--- config.mk ---
export PLATFORM = sky130hd
export DESIGN_NAME = mhpt_ctrl
export DESIGN_NICKNAME = d
export VERILOG_FILES = /design/src/rtl/core/mhpt_pkg.sv /design/src/rtl/core/mhpt_ctrl.sv
export SDC_FILE = /design/constraint.sdc
export NUM_CORES = 1
export LEC_CHECK = 0
export BUFFER_PORTS_ARGS = -buffer_cell sky130_fd_sc_hd__buf_2
export CELL_PAD_IN_SITES_DETAIL_PLACEMENT = 1
export CELL_PAD_IN_SITES_GLOBAL_PLACEMENT = 1
export CORE_MARGIN = 4
export CORE_UTILIZATION = 37
export CTS_CLUSTER_DIAMETER = 30
export DETAILED_ROUTE_END_ITERATION = 8
export PLACE_DENSITY_LB_ADDON = 0.25
export SLEW_MARGIN = 10
export SYNTH_ARGS = -nofsm -noshare
export SYNTH_HDL_FRONTEND = slang
export SYNTH_SLANG_ARGS = --single-unit
--- constraint.sdc ---
create_clock -name clk -period 13.75 [get_ports clk]
set_input_delay 2.75 -clock clk [delete_from_list [all_inputs] [get_ports clk]]
set_output_delay 2.75 -clock clk [all_outputs]
set_load 0.02 [all_outputs]
--- src/rtl/core/mhpt_pkg.sv ---
// ----------------------------------------------------------------------------
// mhpt_pkg
// Shared constants and types for the min-heap priority table.
// ----------------------------------------------------------------------------
`timescale 1ns / 1ps
`default_nettype none
package mhpt_pkg;
  localparam int Capacity = 256;
  localparam int AddrW    = $clog2(Capacity);
  localparam int CntW     = $clog2(Capacity + 1);
  localparam int EntryW   = 64;

  localparam logic [1:0] OP_INSERT = 2'd0;
  localparam logic [1:0] OP_DELETE = 2'd1;
  localparam logic [1:0] OP_FIND   = 2'd2;

  localparam logic [1:0] ST_OK       = 2'd0;
  localparam logic [1:0] ST_FULL     = 2'd1;
  localparam logic [1:0] ST_NOTFOUND = 2'd2;

  typedef struct packed {
    logic signed [31:0] key;
    logic        [31:0] value;
  } entry_t;

  typedef struct packed {
    logic         we;
    logic [AddrW-1:0] waddr;
    entry_t       wdata;
    logic [AddrW-1:0] raddr;
  } mem_req_t;
endpackage
`default_nettype wire

--- src/rtl/core/mhpt_ctrl.sv ---
// ----------------------------------------------------------------------------
// mhpt_ctrl
// Sequencer: scan, move and sift over the entry RAM, one access per cycle.
// ----------------------------------------------------------------------------
`timescale 1ns / 1ps
`default_nettype none
module mhpt_ctrl (
  input  wire logic                      clk,
  input  wire logic                      rst,
  input  wire logic                      start,
  input  wire logic [1:0]                op,
  input  wire mhpt_pkg::entry_t          in_entry,
  output logic                           busy,
  output logic                           done,
  output logic [1:0]                     status,
  output logic [mhpt_pkg::CntW-1:0]      count,
  output mhpt_pkg::entry_t               root,
  output mhpt_pkg::mem_req_t             mreq,
  input  wire mhpt_pkg::entry_t          rdata
);
  import mhpt_pkg::*;

  typedef enum logic [9:0] {
    S_IDLE  = 10'b0000000001,
    S_SCAN  = 10'b0000000010,
    S_LAST  = 10'b0000000100,
    S_UPRD  = 10'b0000001000,
    S_UPCMP = 10'b0000010000,
    S_DNRL  = 10'b0000100000,
    S_DNRR  = 10'b0001000000,
    S_DNCMP = 10'b0010000000,
    S_FIN   = 10'b0100000000,
    S_WAIT  = 10'b1000000000
  } state_t;

  state_t state;
  logic [CntW-1:0]  cnt;
  logic [1:0]       cur_op;
  entry_t           arg;
  entry_t           cur;      // entry being sifted
  entry_t           lchild;
  logic [CntW-1:0]  pos;      // slot of cur (hole)
  logic [CntW-1:0]  idx;      // scan index
  logic             scan_vld; // a read is in flight for idx-1
  logic [CntW:0]    lpos;

  always_comb begin
    lpos = {pos, 1'b0} + (CntW+1)'(1);
  end

  always_ff @(posedge clk) begin
    if (rst) begin
      state <= S_IDLE;
      cnt   <= '0;
      done  <= 1'b0;
    end else begin
      done <= 1'b0;
      case (state)
        S_IDLE: begin
          if (start) begin
            cur_op <= op;
            arg    <= in_entry;
            status <= ST_OK;
            case (op)
              OP_INSERT: begin
                if (cnt >= CntW'(Capacity)) begin
                  status <= ST_FULL;
                  state  <= S_FIN;
                end else begin
                  cur   <= in_entry;
                  pos   <= cnt;
                  cnt   <= cnt + 1'b1;
                  state <= S_UPRD;
                end
              end
              OP_DELETE, OP_FIND: begin
                idx      <= '0;
                scan_vld <= 1'b0;
                state    <= S_SCAN;
              end
              default: state <= S_FIN;
            endcase
          end
        end
        S_SCAN: begin
          // read slot idx this cycle, compare slot idx-1 data
          if (scan_vld && ((cur_op == OP_DELETE) ? (rdata.key == arg.key)
                                                 : (rdata.value == arg.value))) begin
            pos <= idx - 1'b1;
            if (cur_op == OP_FIND) begin
              state <= S_FIN;
            end else begin
              cnt   <= cnt - 1'b1;
              state <= S_LAST;
            end
          end else if (idx >= cnt) begin
            status <= ST_NOTFOUND;
            state  <= S_FIN;
          end else begin
            idx      <= idx + 1'b1;
            scan_vld <= 1'b1;
          end
        end
        S_LAST: begin
          // read of slot cnt (old last) issued in this cycle; result next
          state <= S_WAIT;
        end
        S_WAIT: begin
          if (pos >= cnt) begin
            state <= S_FIN;
          end else begin
            cur   <= rdata;
            state <= S_UPRD;
          end
        end
        S_UPRD: begin
          if (pos == '0) begin
            state <= S_DNRL;
          end else begin
            state <= S_UPCMP;
          end
        end
        S_UPCMP: begin
          if (cur.key < rdata.key) begin
            // parent moves down into the hole
            pos   <= (pos - 1'b1) >> 1;
            state <= S_UPRD;
          end else begin
            state <= (cur_op == OP_DELETE) ? S_DNRL : S_FIN;
          end
        end
        S_DNRL: begin
          if (lpos >= {1'b0, cnt}) begin
            state <= S_FIN;
          end else begin
            state <= S_DNRR;
          end
        end
        S_DNRR: begin
          lchild <= rdata;
          state  <= S_DNCMP;
        end
        S_DNCMP: begin
          if ((lpos + 1'b1 < {1'b0, cnt}) && (rdata.key < lchild.key)) begin
            if (rdata.key < cur.key) begin
              pos   <= CntW'(lpos + 1'b1);
              state <= S_DNRL;
            end else begin
              state <= S_FIN;
            end
          end else if (lchild.key < cur.key) begin
            pos   <= CntW'(lpos);
            state <= S_DNRL;
          end else begin
            state <= S_FIN;
          end
        end
        S_FIN: begin
          state <= S_IDLE;
          done  <= 1'b1;
        end
        default: state <= S_IDLE;
      endcase
    end
  end

  // Root shadow: slot 0 kept in a register, updated on every write to it.
  always_ff @(posedge clk) begin
    if (mreq.we && mreq.waddr == '0) begin
      root <= mreq.wdata;
    end
  end

  // Memory access per state. Writes place cur in its hole, or move a
  // neighbor (parent or child) into the hole.
  always_comb begin
    mreq       = '0;
    mreq.wdata = cur;
    mreq.waddr = pos[AddrW-1:0];
    case (state)
      S_IDLE:  mreq.raddr = '0;
      S_SCAN:  mreq.raddr = idx[AddrW-1:0];
      S_LAST:  mreq.raddr = cnt[AddrW-1:0];
      S_UPRD: begin
        mreq.raddr = AddrW'((pos - 1'b1) >> 1);
        mreq.we    = (pos == '0);
      end
      S_UPCMP: begin
        if (cur.key < rdata.key) begin
          mreq.we    = 1'b1;
          mreq.wdata = rdata;
        end else begin
          mreq.we = (cur_op != OP_DELETE);
        end
      end
      S_DNRL: begin
        mreq.raddr = lpos[AddrW-1:0];
        mreq.we    = (lpos >= {1'b0, cnt});
      end
      S_DNRR:  mreq.raddr = AddrW'(lpos + 1'b1);
      S_DNCMP: begin
        mreq.we = 1'b1;
        if ((lpos + 1'b1 < {1'b0, cnt}) && (rdata.key < lchild.key)) begin
          if (rdata.key < cur.key) mreq.wdata = rdata;
        end else if (lchild.key < cur.key) begin
          mreq.wdata = lchild;
        end
      end
      default: mreq.raddr = '0;
    endcase
  end

  assign busy  = (state != S_IDLE);
  assign count = cnt;
endmodule
`default_nettype wire

==> run_summary.xml <==
<?xml version="1.0" encoding="UTF-8"?>
<metrics>
  <group name="timing">
    <metric name="grt_setup_unrepaired" unit="">false</metric>
    <metric name="finalClockSkew" unit="ns">0.0222</metric>
    <metric name="finalSetupViolations" unit="">0</metric>
    <metric name="tightestPinTransition" unit="ns">1.12</metric>
    <metric name="upper_clock_frequency_limit" unit="MHz">97.2</metric>
    <metric name="final-hold-violation-count" unit="">0</metric>
    <metric name="slew_viol_final" unit="">0</metric>
    <metric name="fin_setup_tns" unit="ns">0</metric>
    <metric name="timing.final.crit_share" unit="">0.748</metric>
    <metric name="timing.slew.headroom" unit="">0.255</metric>
    <metric name="period_minus_slack" unit="ns">10.29</metric>
  </group>
  <group name="setup_path">
    <metric name="crit-reg2reg-launch" unit="">pos[1]$_DFFE_PP_</metric>
    <metric name="cp.arrival" unit="ns">7.54</metric>
    <metric name="setup.worst_path.start" unit="">rdata[57]</metric>
    <metric name="crit_type" unit="">in -&gt; out</metric>
    <metric name="sort_of_element_at_the_end_of_the_critical_path" unit="">primary output</metric>
    <metric name="critical_path_fanouts_max" unit="">42</metric>
    <metric name="setup.worst_path.start_class" unit="">input pin</metric>
    <metric name="critical_path_required" unit="ns">11.00</metric>
  </group>
  <group name="yosys">
    <metric name="post_synth.cell_area_avg" unit="sq um">10.3</metric>
    <metric name="ys_top_cells_by_area" unit="">sky130_fd_sc_hd__edfxtp_1 47%, sky130_fd_sc_hd__ha_1 9.9%, sky130_fd_sc_hd__nand2_1 6.1%, sky130_fd_sc_hd__xor2_1 4.0%, sky130_fd_sc_hd__a21oi_1 3.3%</metric>
    <metric name="synthesis.area" unit="sq mm">0.0176</metric>
    <metric name="synth-seq-area-share" unit="">0.498</metric>
    <metric name="yosysTopAreaCellShare" unit="">0.475</metric>
    <metric name="dominantRegCellSynth" unit="">sky130_fd_sc_hd__edfxtp_1</metric>
    <metric name="synthesized_net_count" unit="">1985</metric>
    <metric name="ys_async_sr_fraction" unit="">0</metric>
    <metric name="syn-instance-count" unit="">1711</metric>
    <metric name="ys_seq_elements" unit="">299</metric>
    <metric name="synth_edf_count" unit="">279</metric>
    <metric name="ys_types" unit="">74</metric>
    <metric name="synth_top_area_cell" unit="">sky130_fd_sc_hd__edfxtp_1</metric>
    <metric name="synthesis_warning_total" unit="">0</metric>
  </group>
  <group name="routing">
    <metric name="drt_first_iter_violations" unit="">937</metric>
    <metric name="totalWireLength" unit="mm">64.2</metric>
    <metric name="drtAntennaViolNets" unit="">0</metric>
    <metric name="post_drt_via_cell_ratio" unit="">5.65</metric>
    <metric name="route.detailed.drc" unit="">0</metric>
    <metric name="route.detailed.wl_per_inst" unit="microns">23.7</metric>
    <metric name="detailedRoute.firstPassIterationCount" unit="">5</metric>
    <metric name="via_count" unit="">15300</metric>
  </group>
  <group name="clock_network">
    <metric name="clock-root-buffer" unit="">sky130_fd_sc_hd__clkbuf_16</metric>
    <metric name="clock_tree.buffer_depth" unit="">3</metric>
    <metric name="post-cts-setup-buffers" unit="">0</metric>
    <metric name="cts_tree" unit="">yes</metric>
    <metric name="cts_made_buffers" unit="">92</metric>
    <metric name="ctsResizeCount" unit="">0</metric>
    <metric name="cts_sinks" unit="">299</metric>
    <metric name="latest_clock_arrival_within_the_worst_skew_pair" unit="ns">0.61</metric>
    <metric name="cts-htree-levels" unit="">3</metric>
    <metric name="cts_hold_buffers" unit="">0</metric>
    <metric name="worst_setup_hold_path_clk_slew" unit="ns">0.05</metric>
  </group>
  <group name="global_routing">
    <metric name="antenna_found_initial" unit="">11</metric>
    <metric name="grt_first_pass_wirelength" unit="mm">96.6</metric>
    <metric name="grt_start_max_net_pins" unit="">79</metric>
    <metric name="grt_overflow_total" unit="">0</metric>
    <metric name="grt_pass1_vias" unit="">16400</metric>
    <metric name="grt_util_all_layers" unit="">0.245</metric>
  </group>
  <group name="power">
    <metric name="power.leakage" unit="uW">0.00931</metric>
    <metric name="power_density" unit="mW/mm^2">163</metric>
    <metric name="worst_ir_drop_vdd" unit="uV">131</metric>
  </group>
  <group name="floorplan">
    <metric name="floorplan.rows" unit="">79</metric>
    <metric name="core_region_area" unit="sq mm">0.0469</metric>
    <metric name="die_width" unit="microns">226</metric>
    <metric name="dieArea" unit="sq mm">0.0512</metric>
    <metric name="ios" unit="">291</metric>
    <metric name="chipHeight" unit="microns">226</metric>
    <metric name="initial_utilization" unit="">0.377</metric>
  </group>
  <group name="placement">
    <metric name="place_congestion" unit="">0.855</metric>
    <metric name="io_buffer_count" unit="">290</metric>
    <metric name="detailed_place_hpwl" unit="mm">43.8</metric>
    <metric name="placed_cells" unit="">2529</metric>
  </group>
  <group name="hold_path">
    <metric name="holdCritPathClass" unit="">reg -&gt; reg</metric>
    <metric name="hold_path.startpoint" unit="">state[2]$_SDFFE_PP0P_</metric>
  </group>
  <group name="cells_and_area">
    <metric name="fin_nets" unit="">2290</metric>
    <metric name="post_route_cells_drive_above_1_share" unit="">0.227</metric>
    <metric name="layout.filler_cells" unit="">5180</metric>
    <metric name="final_cells" unit="">2704</metric>
    <metric name="area_growth" unit="%">27.9</metric>
  </group>
  <group name="outcome">
    <metric name="outcome" unit="">finished, final reports clean</metric>
  </group>
  <group name="run">
    <metric name="cap_violations" unit="">0</metric>
  </group>
</metrics>
[placed cells by master (no fill, tap or decap), types with 9 or more instances in the layout]
cell / count
sky130_fd_sc_hd__buf_2: 290
sky130_fd_sc_hd__nand2_1: 285
sky130_fd_sc_hd__edfxtp_1: 279
sky130_fd_sc_hd__ha_1: 140
sky130_fd_sc_hd__a21oi_1: 115
sky130_fd_sc_hd__nor2_1: 98
sky130_fd_sc_hd__clkbuf_16: 92
sky130_fd_sc_hd__inv_1: 83
sky130_fd_sc_hd__xor2_1: 81
sky130_fd_sc_hd__nand3_1: 67
sky130_fd_sc_hd__o221ai_1: 63
sky130_fd_sc_hd__o21ai_0: 38
sky130_fd_sc_hd__nor3_1: 34
sky130_fd_sc_hd__a211oi_1: 29
sky130_fd_sc_hd__xnor2_1: 27
sky130_fd_sc_hd__o211ai_1: 23
sky130_fd_sc_hd__clkinv_2: 21
sky130_fd_sc_hd__dfxtp_1: 20
sky130_fd_sc_hd__buf_4: 20
sky130_fd_sc_hd__a21o_1: 19
sky130_fd_sc_hd__clkbuf_1: 18
sky130_fd_sc_hd__nand3b_1: 17
sky130_fd_sc_hd__and3_1: 17
sky130_fd_sc_hd__nor4_1: 16
sky130_fd_sc_hd__clkinv_1: 16
sky130_fd_sc_hd__nand4_1: 13
sky130_fd_sc_hd__nor2b_1: 12
sky130_fd_sc_hd__or3_1: 10
sky130_fd_sc_hd__nand2b_1: 9
sky130_fd_sc_hd__nor3b_1: 9
[final cells by class]
cell class,count,area [sq um],share of cell area
clock inverters,56,528,0.0234
repair buffers,310,1600,0.0710
flip-flops and latches,299,8780,0.389
multi-input cells,1230,8150,0.361
clock buffers,113,2410,0.107
diodes,6,15.0,0.000666
inverters,83,312,0.0138
well taps,607,759,0.0337
[flip-flops by register name (all words and copies together), names as in the netlist]
name	cells
done	1
cur	64
lchild	64
idx	9
cur_op	2
count	9
pos	9
status	2
scan_vld	1
state	10
root	64
arg	64
[cell usage after synthesis (7+ instances only)]
library cell / count
sky130_fd_sc_hd__buf_4: 11
sky130_fd_sc_hd__clkbuf_1: 54
sky130_fd_sc_hd__inv_1: 83
sky130_fd_sc_hd__nor3b_1: 12
sky130_fd_sc_hd__a211oi_1: 29
sky130_fd_sc_hd__edfxtp_1: 279
sky130_fd_sc_hd__ha_1: 140
sky130_fd_sc_hd__o211ai_1: 23
sky130_fd_sc_hd__nand2_1: 285
sky130_fd_sc_hd__nand4_1: 13
sky130_fd_sc_hd__nand3b_1: 17
sky130_fd_sc_hd__a21o_1: 19
sky130_fd_sc_hd__xnor2_1: 27
sky130_fd_sc_hd__a221oi_1: 7
sky130_fd_sc_hd__or3_1: 10
sky130_fd_sc_hd__xor2_1: 81
sky130_fd_sc_hd__nor4_1: 16
sky130_fd_sc_hd__nor2_1: 100
sky130_fd_sc_hd__buf_2: 27
sky130_fd_sc_hd__nor2b_1: 13
sky130_fd_sc_hd__nand3_1: 68
sky130_fd_sc_hd__nand2b_1: 9
sky130_fd_sc_hd__and3_1: 18
sky130_fd_sc_hd__nor3_1: 34
sky130_fd_sc_hd__dfxtp_1: 20
sky130_fd_sc_hd__a21oi_1: 115
sky130_fd_sc_hd__o221ai_1: 63
sky130_fd_sc_hd__o21ai_0: 38
[critical path: stages]
cell	delay, ns
sky130_fd_sc_hd__buf_2	0.16
sky130_fd_sc_hd__ha_1	0.32
sky130_fd_sc_hd__a21o_1	0.16
sky130_fd_sc_hd__a221o_1	0.32
sky130_fd_sc_hd__a21oi_1	0.32
sky130_fd_sc_hd__o211ai_1	0.16
sky130_fd_sc_hd__a21oi_2	0.22
sky130_fd_sc_hd__mux2i_4	0.73
sky130_fd_sc_hd__mux2i_4	0.90
sky130_fd_sc_hd__buf_4	0.65
sky130_fd_sc_hd__o221ai_1	0.22
sky130_fd_sc_hd__a21oi_1	0.35
sky130_fd_sc_hd__buf_2	0.24
[report_power, final]
part | internal [uW] | switching [uW]
Sequential | 1080 | 54.9
Clock | 1340 | 623
Combinational | 195 | 369
[cell families (layout without fill, tap and decap cells)]
kind of cell	Yosys count	count (layout)	synth area share
AND/OR/NAND/NOR	622	622	0.165
multiplexers	9	9	0.00660
adder cells (fa/ha/maj)	141	141	0.100
XOR/XNOR	108	108	0.0536
buffers and inverters	182	562	0.0434
flip-flops	299	299	0.498
AO/OA/AOI/OAI	350	350	0.134
other	0	6	0
[routing by layer]
layer | track usage | share of wire
met3 | 0.0515 | 0.065
met5 | 0 | 0.00045
met4 | 0.102 | 0.034
met2 | 0.409 | 0.48
met1 | 0.309 | 0.42
[per-stage QoR]
stage / worst slack [ns] / hold slack, ns / area, sq um / total power (uW) / utilization
2_1_floorplan: 5.36 / 0.470 / 17600 / 1500 / -
3_3_place_gp: 3.41 / 0.561 / 19600 / 1690 / 0.418
3_5_place_dp: 3.39 / 0.561 / 19600 / 1710 / 0.418
4_1_cts: 3.39 / 0.564 / 22500 / 3700 / 0.481
5_1_grt: 3.21 / 0.605 / 22600 / 3820 / 0.481
6_report: 3.46 / 0.567 / 22600 / 3670 / 0.481
[worst paths after layout]
| kind | slack, ns | cells after the start | endpoint |
|---|---|---|---|
| max reg2reg | 8.02 | 15 | pos[4]$_DFFE_PP_ |
| max | 3.46 | 13 | mreq[24] |
| min reg2reg | 0.57 | 1 | done$_SDFF_PP0_ |
| min | 0.57 | 1 | done$_SDFF_PP0_ |
Power figures use the tool's default switching activity.
